### src/rtl/nec_enc_pkg.sv
// Shared types, codes and widths for the NEC infrared frame encoder.
package nec_enc_pkg;

    localparam int unsigned BYTE_W      = 8;
    localparam int unsigned OP_W        = 3;
    localparam int unsigned PHASE_CODE_W = 4;
    localparam int unsigned BIT_IDX_W   = 4;
    localparam int unsigned CFG_IDX_W   = 3;
    localparam int unsigned CFG_COUNT   = 6;
    localparam int unsigned FRAME_BYTES = 4;
    localparam int unsigned IN_DATA_W   = 40;
    localparam int unsigned OUT_DATA_W  = 8;
    localparam int unsigned LAST_BIT_IDX = 9;

    localparam logic [OP_W-1:0] OP_TICK        = 3'd0;
    localparam logic [OP_W-1:0] OP_SEND_STD    = 3'd1;
    localparam logic [OP_W-1:0] OP_SEND_CUSTOM = 3'd2;
    localparam logic [OP_W-1:0] OP_CANCEL      = 3'd3;
    localparam logic [OP_W-1:0] OP_STOP        = 3'd4;

    localparam logic [CFG_IDX_W-1:0] CFG_LEADER_MARK  = 3'd0;
    localparam logic [CFG_IDX_W-1:0] CFG_LEADER_SPACE = 3'd1;
    localparam logic [CFG_IDX_W-1:0] CFG_REPEAT_SPACE = 3'd2;
    localparam logic [CFG_IDX_W-1:0] CFG_ONE_SPACE    = 3'd3;
    localparam logic [CFG_IDX_W-1:0] CFG_ZERO_SPACE   = 3'd4;
    localparam logic [CFG_IDX_W-1:0] CFG_REPEAT_GAP   = 3'd5;

    localparam logic [BYTE_W-1:0] RST_LEADER_MARK  = 8'd15;
    localparam logic [BYTE_W-1:0] RST_LEADER_SPACE = 8'd8;
    localparam logic [BYTE_W-1:0] RST_REPEAT_SPACE = 8'd4;
    localparam logic [BYTE_W-1:0] RST_ONE_SPACE    = 8'd3;
    localparam logic [BYTE_W-1:0] RST_ZERO_SPACE   = 8'd1;
    localparam logic [BYTE_W-1:0] RST_REPEAT_GAP   = 8'd171;

    typedef enum logic [8:0] {
        PH_IDLE   = 9'b000000001,
        PH_LEAD   = 9'b000000010,
        PH_RLEAD  = 9'b000000100,
        PH_LSPACE = 9'b000001000,
        PH_BYTE0  = 9'b000010000,
        PH_BYTE1  = 9'b000100000,
        PH_BYTE2  = 9'b001000000,
        PH_BYTE3  = 9'b010000000,
        PH_GAP    = 9'b100000000
    } t_phase;

    typedef enum logic [1:0] {
        RP_NONE  = 2'd0,
        RP_ARMED = 2'd1,
        RP_RUN   = 2'd2
    } t_repeat;

    typedef struct packed {
        logic                    accepted;
        logic [PHASE_CODE_W-1:0] phase_code;
        logic                    busy_res;
        logic                    ir_mark;
    } t_result;

    function automatic logic [PHASE_CODE_W-1:0] phase_code(input t_phase ph);
        logic [PHASE_CODE_W-1:0] code;
        case (ph)
            PH_IDLE:   code = 4'd0;
            PH_LEAD:   code = 4'd1;
            PH_RLEAD:  code = 4'd2;
            PH_LSPACE: code = 4'd3;
            PH_BYTE0:  code = 4'd4;
            PH_BYTE1:  code = 4'd5;
            PH_BYTE2:  code = 4'd6;
            PH_BYTE3:  code = 4'd7;
            PH_GAP:    code = 4'd8;
            default:   code = 4'd0;
        endcase
        return code;
    endfunction

endpackage

### src/rtl/nec_ir_frame_encoder.sv
// NEC infrared frame encoder: tick-driven frame state machine with stream ports.
//
// Each input word carries one operation (tick, standard send, custom send,
// cancel repeating, stop) and produces exactly one result word with the
// mark/space level, busy flag, phase code and send-accepted flag after that
// operation. One word is taken per clock cycle while the skid register is empty;
// the state update and the result are computed in one pass from the state
// registers and the incoming word, and the result is registered in the output stage.
// A two-entry output stage (output register plus skid register) lets input
// keep flowing while a result waits; input stalls only when both are full.
// Timing registers are written through the config channel, which is always
// ready; write them only while the encoder is idle.
module nec_ir_frame_encoder (
    input  logic                                 i_clk,
    input  logic                                 i_rst_n,
    input  logic                                 i_s_axis_tvalid,
    output logic                                 o_s_axis_tready,
    // [7:0] address_byte, [15:8] address_check_byte, [23:16] command_byte,
    // [31:24] command_check_byte, [32] repeat_request, [39:33] zero
    input  logic [nec_enc_pkg::IN_DATA_W-1:0]    i_s_axis_tdata,
    // [2:0] operation
    input  logic [nec_enc_pkg::OP_W-1:0]         i_s_axis_tuser,
    output logic                                 o_m_axis_tvalid,
    input  logic                                 i_m_axis_tready,
    // [0] ir_mark, [1] busy_res, [5:2] phase_code, [6] accepted, [7] zero
    output logic [nec_enc_pkg::OUT_DATA_W-1:0]   o_m_axis_tdata,
    input  logic                                 i_cfg_valid,
    output logic                                 o_cfg_ready,
    input  logic [nec_enc_pkg::CFG_IDX_W-1:0]    i_cfg_index,
    input  logic [nec_enc_pkg::BYTE_W-1:0]       i_cfg_data
);

    logic [nec_enc_pkg::BYTE_W-1:0] r_cfg [nec_enc_pkg::CFG_COUNT];
    logic [nec_enc_pkg::BYTE_W-1:0] r_frame [nec_enc_pkg::FRAME_BYTES];
    logic [nec_enc_pkg::BYTE_W-1:0] n_frame [nec_enc_pkg::FRAME_BYTES];

    nec_enc_pkg::t_phase            r_phase, n_phase;
    nec_enc_pkg::t_repeat           r_repeat, n_repeat;
    logic [nec_enc_pkg::BYTE_W-1:0] r_tick, n_tick;
    logic [nec_enc_pkg::BIT_IDX_W-1:0] r_bit_idx, n_bit_idx;
    logic                           r_in_space, n_in_space;
    logic                           r_level, n_level;

    nec_enc_pkg::t_result           r_out, r_skid, n_res;
    logic                           r_out_valid, r_skid_valid;

    logic [nec_enc_pkg::OP_W-1:0]   op;
    logic [nec_enc_pkg::BYTE_W-1:0] addr_b, addr_chk_b, cmd_b, cmd_chk_b;
    logic                           rep_req;
    logic                           s_accept, m_take, accepted;
    logic [nec_enc_pkg::BYTE_W-1:0] cur_byte, space_lim, bt_tick;
    logic [nec_enc_pkg::BIT_IDX_W-1:0] bt_bit_idx, nxt_idx;
    logic                           cur_bit, nxt_bit, bt_in_space, bt_level;

    assign op         = i_s_axis_tuser;
    assign addr_b     = i_s_axis_tdata[7:0];
    assign addr_chk_b = i_s_axis_tdata[15:8];
    assign cmd_b      = i_s_axis_tdata[23:16];
    assign cmd_chk_b  = i_s_axis_tdata[31:24];
    assign rep_req    = i_s_axis_tdata[32];

    assign o_s_axis_tready = !r_skid_valid;
    assign s_accept        = i_s_axis_tvalid && o_s_axis_tready;
    assign m_take          = r_out_valid && i_m_axis_tready;
    assign o_m_axis_tvalid = r_out_valid;
    assign o_m_axis_tdata  = {1'b0, r_out};
    assign o_cfg_ready     = 1'b1;

    // bit-period step shared by the four byte phases
    always_comb begin
        case (r_phase)
            nec_enc_pkg::PH_BYTE1: cur_byte = r_frame[1];
            nec_enc_pkg::PH_BYTE2: cur_byte = r_frame[2];
            nec_enc_pkg::PH_BYTE3: cur_byte = r_frame[3];
            default:               cur_byte = r_frame[0];
        endcase
        cur_bit     = !r_bit_idx[3] && cur_byte[r_bit_idx[2:0]];
        nxt_idx     = r_bit_idx + 4'd1;
        nxt_bit     = !nxt_idx[3] && cur_byte[nxt_idx[2:0]];
        space_lim   = cur_bit ? r_cfg[nec_enc_pkg::CFG_ONE_SPACE]
                              : r_cfg[nec_enc_pkg::CFG_ZERO_SPACE];
        bt_tick     = r_tick + 8'd1;
        bt_in_space = r_in_space;
        bt_level    = r_level;
        bt_bit_idx  = r_bit_idx;
        if (!r_in_space) begin
            bt_level    = 1'b0;
            bt_in_space = 1'b1;
            bt_tick     = '0;
        end
        if (bt_tick == space_lim) begin
            bt_level    = 1'b1;
            bt_tick     = '0;
            bt_in_space = 1'b0;
            bt_bit_idx  = nxt_idx;
            // a zero-length zero space also ends the following zero bit at once
            if (cur_bit && !nxt_bit && r_cfg[nec_enc_pkg::CFG_ZERO_SPACE] == '0) begin
                bt_bit_idx = r_bit_idx + 4'd2;
            end
        end
    end

    always_comb begin
        n_phase    = r_phase;
        n_repeat   = r_repeat;
        n_tick     = r_tick;
        n_bit_idx  = r_bit_idx;
        n_in_space = r_in_space;
        n_level    = r_level;
        n_frame    = r_frame;
        accepted   = 1'b0;
        case (op)
            nec_enc_pkg::OP_TICK: begin
                case (r_phase)
                    nec_enc_pkg::PH_GAP: begin
                        n_tick  = r_tick + 8'd1;
                        n_level = 1'b0;
                        if (n_tick >= r_cfg[nec_enc_pkg::CFG_REPEAT_GAP]) begin
                            n_level = 1'b1;
                            n_phase = nec_enc_pkg::PH_RLEAD;
                            n_tick  = '0;
                        end
                    end
                    nec_enc_pkg::PH_LEAD, nec_enc_pkg::PH_RLEAD: begin
                        n_tick  = r_tick + 8'd1;
                        n_level = 1'b1;
                        if (n_tick > r_cfg[nec_enc_pkg::CFG_LEADER_MARK]) begin
                            n_level = 1'b0;
                            n_phase = nec_enc_pkg::PH_LSPACE;
                            n_tick  = '0;
                        end
                    end
                    nec_enc_pkg::PH_LSPACE: begin
                        n_tick = r_tick + 8'd1;
                        if (r_repeat == nec_enc_pkg::RP_RUN) begin
                            if (n_tick >= r_cfg[nec_enc_pkg::CFG_REPEAT_SPACE]) begin
                                n_level = 1'b1;
                                n_phase = nec_enc_pkg::PH_GAP;
                                n_tick  = '0;
                            end
                        end else if (n_tick >= r_cfg[nec_enc_pkg::CFG_LEADER_SPACE]) begin
                            n_level = 1'b1;
                            n_phase = nec_enc_pkg::PH_BYTE0;
                            n_tick  = '0;
                        end
                    end
                    nec_enc_pkg::PH_BYTE0, nec_enc_pkg::PH_BYTE1,
                    nec_enc_pkg::PH_BYTE2: begin
                        n_tick     = bt_tick;
                        n_in_space = bt_in_space;
                        n_level    = bt_level;
                        n_bit_idx  = bt_bit_idx;
                        if (bt_bit_idx[3]) begin
                            n_level   = 1'b1;
                            n_bit_idx = '0;
                            n_tick    = '0;
                            case (r_phase)
                                nec_enc_pkg::PH_BYTE0: n_phase = nec_enc_pkg::PH_BYTE1;
                                nec_enc_pkg::PH_BYTE1: n_phase = nec_enc_pkg::PH_BYTE2;
                                default:               n_phase = nec_enc_pkg::PH_BYTE3;
                            endcase
                        end
                    end
                    nec_enc_pkg::PH_BYTE3: begin
                        n_tick     = bt_tick;
                        n_in_space = bt_in_space;
                        n_level    = bt_level;
                        n_bit_idx  = bt_bit_idx;
                        if (bt_bit_idx > 4'(nec_enc_pkg::BYTE_W)) begin
                            n_level   = 1'b0;
                            n_tick    = '0;
                            n_bit_idx = '0;
                            if (r_repeat == nec_enc_pkg::RP_NONE) begin
                                n_phase = nec_enc_pkg::PH_IDLE;
                            end else if (r_repeat == nec_enc_pkg::RP_ARMED) begin
                                n_repeat = nec_enc_pkg::RP_RUN;
                                n_phase  = nec_enc_pkg::PH_GAP;
                            end
                        end
                    end
                    default: begin
                        n_level    = 1'b0;
                        n_repeat   = nec_enc_pkg::RP_NONE;
                        n_phase    = nec_enc_pkg::PH_IDLE;
                        n_tick     = '0;
                        n_in_space = 1'b0;
                        n_bit_idx  = '0;
                    end
                endcase
            end
            nec_enc_pkg::OP_SEND_STD, nec_enc_pkg::OP_SEND_CUSTOM: begin
                if (r_phase == nec_enc_pkg::PH_IDLE || r_phase == nec_enc_pkg::PH_RLEAD) begin
                    n_frame[0] = addr_b;
                    n_frame[1] = (op == nec_enc_pkg::OP_SEND_STD) ? ~addr_b : addr_chk_b;
                    n_frame[2] = cmd_b;
                    n_frame[3] = (op == nec_enc_pkg::OP_SEND_STD) ? ~cmd_b : cmd_chk_b;
                    n_tick     = '0;
                    n_bit_idx  = '0;
                    n_repeat   = rep_req ? nec_enc_pkg::RP_ARMED : nec_enc_pkg::RP_NONE;
                    n_phase    = nec_enc_pkg::PH_LEAD;
                    accepted   = 1'b1;
                end
            end
            nec_enc_pkg::OP_CANCEL: begin
                n_repeat = nec_enc_pkg::RP_NONE;
            end
            nec_enc_pkg::OP_STOP: begin
                n_level    = 1'b0;
                n_repeat   = nec_enc_pkg::RP_NONE;
                n_phase    = nec_enc_pkg::PH_IDLE;
                n_tick     = '0;
                n_in_space = 1'b0;
                n_bit_idx  = '0;
            end
            default: begin
            end
        endcase
        n_res.ir_mark    = n_level;
        n_res.busy_res   = (n_phase != nec_enc_pkg::PH_IDLE);
        n_res.phase_code = nec_enc_pkg::phase_code(n_phase);
        n_res.accepted   = accepted;
    end

    always_ff @(posedge i_clk) begin
        if (!i_rst_n) begin
            r_phase    <= nec_enc_pkg::PH_IDLE;
            r_repeat   <= nec_enc_pkg::RP_NONE;
            r_tick     <= '0;
            r_bit_idx  <= '0;
            r_in_space <= 1'b0;
            r_level    <= 1'b0;
            for (int i = 0; i < nec_enc_pkg::FRAME_BYTES; i++) begin
                r_frame[i] <= '0;
            end
        end else if (s_accept) begin
            r_phase    <= n_phase;
            r_repeat   <= n_repeat;
            r_tick     <= n_tick;
            r_bit_idx  <= n_bit_idx;
            r_in_space <= n_in_space;
            r_level    <= n_level;
            r_frame    <= n_frame;
        end
    end

    always_ff @(posedge i_clk) begin
        if (!i_rst_n) begin
            r_cfg[nec_enc_pkg::CFG_LEADER_MARK]  <= nec_enc_pkg::RST_LEADER_MARK;
            r_cfg[nec_enc_pkg::CFG_LEADER_SPACE] <= nec_enc_pkg::RST_LEADER_SPACE;
            r_cfg[nec_enc_pkg::CFG_REPEAT_SPACE] <= nec_enc_pkg::RST_REPEAT_SPACE;
            r_cfg[nec_enc_pkg::CFG_ONE_SPACE]    <= nec_enc_pkg::RST_ONE_SPACE;
            r_cfg[nec_enc_pkg::CFG_ZERO_SPACE]   <= nec_enc_pkg::RST_ZERO_SPACE;
            r_cfg[nec_enc_pkg::CFG_REPEAT_GAP]   <= nec_enc_pkg::RST_REPEAT_GAP;
        end else if (i_cfg_valid && o_cfg_ready
                     && i_cfg_index < nec_enc_pkg::CFG_IDX_W'(nec_enc_pkg::CFG_COUNT)) begin
            r_cfg[i_cfg_index] <= i_cfg_data;
        end
    end

    // output register with skid stage
    always_ff @(posedge i_clk) begin
        if (!i_rst_n) begin
            r_out_valid  <= 1'b0;
            r_skid_valid <= 1'b0;
        end else if (r_skid_valid) begin
            if (m_take) begin
                r_out        <= r_skid;
                r_skid_valid <= 1'b0;
            end
        end else if (s_accept) begin
            if (!r_out_valid || m_take) begin
                r_out       <= n_res;
                r_out_valid <= 1'b1;
            end else begin
                r_skid       <= n_res;
                r_skid_valid <= 1'b1;
            end
        end else if (m_take) begin
            r_out_valid <= 1'b0;
        end
    end

    a_phase_onehot: assert property (@(posedge i_clk) disable iff (!i_rst_n)
        $onehot(r_phase))
        else $error("phase register not one-hot");

    a_skid_needs_out: assert property (@(posedge i_clk) disable iff (!i_rst_n)
        r_skid_valid |-> r_out_valid)
        else $error("skid holds a word while output register is empty");

    a_stop_idles: assert property (@(posedge i_clk) disable iff (!i_rst_n)
        s_accept && op == nec_enc_pkg::OP_STOP |=> r_phase == nec_enc_pkg::PH_IDLE)
        else $error("stop did not return to idle");

    a_bit_idx_range: assert property (@(posedge i_clk) disable iff (!i_rst_n)
        r_bit_idx <= 4'(nec_enc_pkg::LAST_BIT_IDX))
        else $error("bit index out of range");

    a_accept_leads: assert property (@(posedge i_clk) disable iff (!i_rst_n)
        s_accept && accepted |=> r_phase == nec_enc_pkg::PH_LEAD && r_tick == '0)
        else $error("accepted send did not start a leader");

endmodule
### config.mk
export PLATFORM = sky130hd
export DESIGN_NAME = nec_ir_frame_encoder
export DESIGN_NICKNAME = d
export VERILOG_FILES = /design/src/rtl/nec_enc_pkg.sv /design/src/rtl/nec_ir_frame_encoder.sv
export SDC_FILE = /design/constraint.sdc
export NUM_CORES = 1
export LEC_CHECK = 0
export BUFFER_PORTS_ARGS = -buffer_cell sky130_fd_sc_hd__buf_2
export CORE_MARGIN = 3
export CORE_UTILIZATION = 30
export CTS_CLUSTER_SIZE = 16
export DETAILED_ROUTE_END_ITERATION = 7
export GPL_TIMING_DRIVEN = 0
export PLACE_DENSITY = 0.53
export SETUP_SLACK_MARGIN = 0.1
export SLEW_MARGIN = 20
export SYNTH_ARGS = -nofsm -noshare
export SYNTH_HDL_FRONTEND = slang
export SYNTH_SLANG_ARGS = --single-unit
### constraint.sdc
create_clock -name i_clk -period 14.99 [get_ports i_clk]
set_clock_uncertainty 0.2 [all_clocks]
set_input_delay 1.499 -clock i_clk [delete_from_list [all_inputs] [get_ports i_clk]]
set_output_delay 1.499 -clock i_clk [all_outputs]
set_load 0.03 [all_outputs]
==> reports/results.ini <==
[grt]
antenna_found_initial = 2
track_usage_pct = 16.4
grt_pass1_vias = 6759
grt_pass1_wl_um = 37600
grt_max_degree = 17
overflow = 0

[route]
routed-via-count = 7150
wl_um = 23400
drc = 0
drtIter0Drc = 498
routed_via_density = 5.26
routedWlPerCell_um = 17.2
ant_nets = 0
first_pass_iters = 5

[flow_run]
max_cap_violations = 0

[sta]
achievable-frequency_mhz = 174
maxSlewViolCount = 0
grt_setup_unrepaired = no
hold_viol = 0
relSlewSlack_pct = 34.5
setup-tns-final_ps = 0
layout_min_cycle_time_ps = 5740
holdWs_ps = 257
finalCritPeriodShare_pct = 38.3
tightestPinTransition_ps = 969
setup_viol = 0

[cells_and_area]
multi_input_area_mm2 = 0.00459
final_layout_size_suffix_gt1_share_pct = 14.0
fin_util_pct = 35.9
n_antenna_cell = 0
stdcell_area_mm2 = 0.00940
seq_area_mm2 = 0.00304
finalNetCount = 1106
nFillCells = 2711
area_growth_pct = 16.7
instances_no_fill = 1360

[synth]
synth_top_area_share_pct = 23.1
ys_seq_area_share_pct = 37.8
syn_nets = 1029
synth_cell_types = 99
synth_edf_count = 62
syn_inst = 935
synthFlopType = edfxtp_1
syn_avg_cell_area_um2 = 8.62
synth_top_cell_by_area = edfxtp_1
synth.top_cells.by_area = edfxtp_1 23%, dfxtp_1 15%, ha_1 5.4%
synth.cell_area_mm2 = 0.00806
synth_most_common_cell = nand2_1
ys_seq_elements = 121
async_flop_share_pct = 0
synth_warnings = 0
synth_common_cells = 99 x nand2_1, 98 x nor2_1, 62 x edfxtp_1, 59 x dfxtp_1, 56 x inv_1

[setup_path]
criticalPathCategory = flop to flop
critPathBufInv = 2
crit_path_frequent_cell = buf_2
reg2reg_setup_slack_ps = 9250
start_kind = flop
worst_ep_required_time_ps = 14920
r2r-end = r_skid[1]$_DFFE_PP_
cp.arrival_ps = 5670
crit_path_end_kind = flop
r2r_cells = 18
crit_path_max_fanout = 8
crit_family = simple AND/OR/NAND/NOR gates
r2r_start = r_tick[0]$_SDFFE_PN0P_
cp_slowest_cell = xor2_1
slowest_delay_ps = 540
cp_cell_sequence = buf_2, nand2_1, nor3_1, xor2_1, ha_1, and3_1, nand4_1, o21ai_0, a21oi_1, nand2b_1, a31o_2, nor4b_1, a311oi_1, a41o_1, buf_2, or3_4, or4_4, nand3b_1

[cts]
tritoncts = yes
insertion_delay_ps = 430
htree_levels = 4
cts-buffers-inserted = 17
cts_buffer_depth = 2
cts_resized = 0
post_cts.repair.setup_buffers = 0
cts.sinks = 121
path_clk_slew_ps = 60
holdBufCountCts = 0
root_buffer = clkbuf_16

[power_and_ir_drop]
p_leak_nw = 3.54
peakVddDrop_mv = 0.0660
cellPowerDensity_mw_per_mm2 = 98.5

[floorplanning]
die_h_um = 170
rows = 59
fp.coreArea_mm2 = 0.0262
die_x_um = 170
die_area_mm2 = 0.0289
start_util_pct = 30.7
num_io_pins = 70

[hold_path]
holdPathEnd = r_frame[14]$_SDFFE_PN0P_
worstHoldPathCells = 2
holdCritPathClass = flop to flop
min_from = r_frame[14]$_SDFFE_PN0P_

[place]
dp.cells = 1328
dpl_cell_area_mm2 = 0.00878
port_buffers = 58
gp_congestion = 0.885
dpl.hpwl_um = 17700

[run_status]
status = finished, final reports clean

==> state kept, by name, summed over array words and instances, names as in the netlist <==
register,cells
o_m_axis_tdata,7
r_skid_valid,1
r_in_space,1
r_level,1
r_tick,8
r_cfg,48
r_bit_idx,4
r_skid,7
r_repeat,2
r_frame,32
o_m_axis_tvalid,1
r_phase,9
==> worst reg2reg max path: stages (launching register included) <==
cell      delay, ps
dfxtp_1         480
buf_2           250
nand2_1         170
nor3_1          390
xor2_1          540
ha_1            350
and3_1          190
nand4_1          80
o21ai_0          70
a21oi_1         290
nand2b_1        310
a31o_2          250
nor4b_1         270
a311oi_1         90
a41o_1          210
buf_2           170
or3_4           420
or4_4           520
nand3b_1        180
==> layout make-up <==
class	count	area share [%]
multi-input cells	706	48.8
well taps	335	4.46
inverters	58	2.32
repair buffers	58	3.09
clock inverters	15	2.12
plain buffers	50	2.32
clock buffers	17	4.52
flip-flops and latches	121	32.4
==> layer usage <==
| metal | vias up | part of all wire [%] | track usage, % |
|---|---|---|---|
| met5 | - | 0.13 | 0 |
| met1 | 3365 | 50 | 23.0 |
| met3 | 26 | 4.2 | 3.04 |
| li1 | 3587 | - | - |
| met2 | 168 | 45 | 25.8 |
| met4 | 4 | 1.4 | 4.66 |
==> stage by stage <==
stage | power [W] | worst slack [ps]
global route | 0.000963 | 8870
finish | 0.000926 | 9250
floorplan | 0.000455 | 10270
detailed placement | 0.000493 | 9280
global placement | 0.000491 | 9270
CTS | 0.000934 | 9250
==> placed cells by master (no fill, tap or decap), types with 5 or more instances in the layout <==
cell type	n
a211oi_1	31
o211ai_1	10
ha_1	35
a21o_1	9
nand4_1	5
nor2_1	98
or2_2	9
mux2i_1	6
o21a_1	9
clkbuf_1	38
inv_1	56
and2_1	19
nor2b_1	7
a21oi_1	55
nand2_1	99
and3_1	19
nor4_1	7
a221oi_1	7
nor3_1	28
o21ai_0	27
clkbuf_16	17
xnor2_1	8
edfxtp_1	62
buf_2	64
nand3_1	28
nor3b_1	5
xor2_1	16
nand2b_1	25
a22oi_1	10
dfxtp_1	59
o2111ai_1	5
or3_1	6
a31oi_1	7
==> report_power, final <==
part	internal [W]	leakage (nW)	total, W	switching, W
clock	0.000278	0.297	0.000440	0.000162
sequential	0.000365	1.08	0.000373	0.00000832
combinational	0.0000405	2.17	0.000113	0.0000724
total	0.000684	3.54	0.000926	0.000242
==> cell families (layout without fill, tap and decap cells) <==
family / after synthesis / count (layout) / synth area share [%]
mux: 10 / 10 / 1.38
fa+ha+maj: 35 / 35 / 5.44
xor+xnor: 24 / 24 / 2.61
compound gates: 246 / 246 / 22.6
flops: 121 / 121 / 37.8
simple gates: 389 / 389 / 24.7
other cells: 2 / 2 / 0.0932
buf+inv: 108 / 198 / 5.40
==> worst max path at each step <==
stage	from	to	slack, ps	cells after the start
after floorplan	i_s_axis_tuser[0]	r_skid[1]$_DFFE_PP_	10270	13
after global placement	r_tick[0]$_SDFFE_PN0P_	r_skid[1]$_DFFE_PP_	9270	18
after detailed placement	r_tick[0]$_SDFFE_PN0P_	r_skid[1]$_DFFE_PP_	9280	18
after CTS	r_tick[0]$_SDFFE_PN0P_	r_skid[1]$_DFFE_PP_	9250	18
after global routing	r_tick[0]$_SDFFE_PN0P_	r_skid[1]$_DFFE_PP_	8870	18
final	r_tick[0]$_SDFFE_PN0P_	r_skid[1]$_DFFE_PP_	9250	18
(Power assumes the default switching activity.)
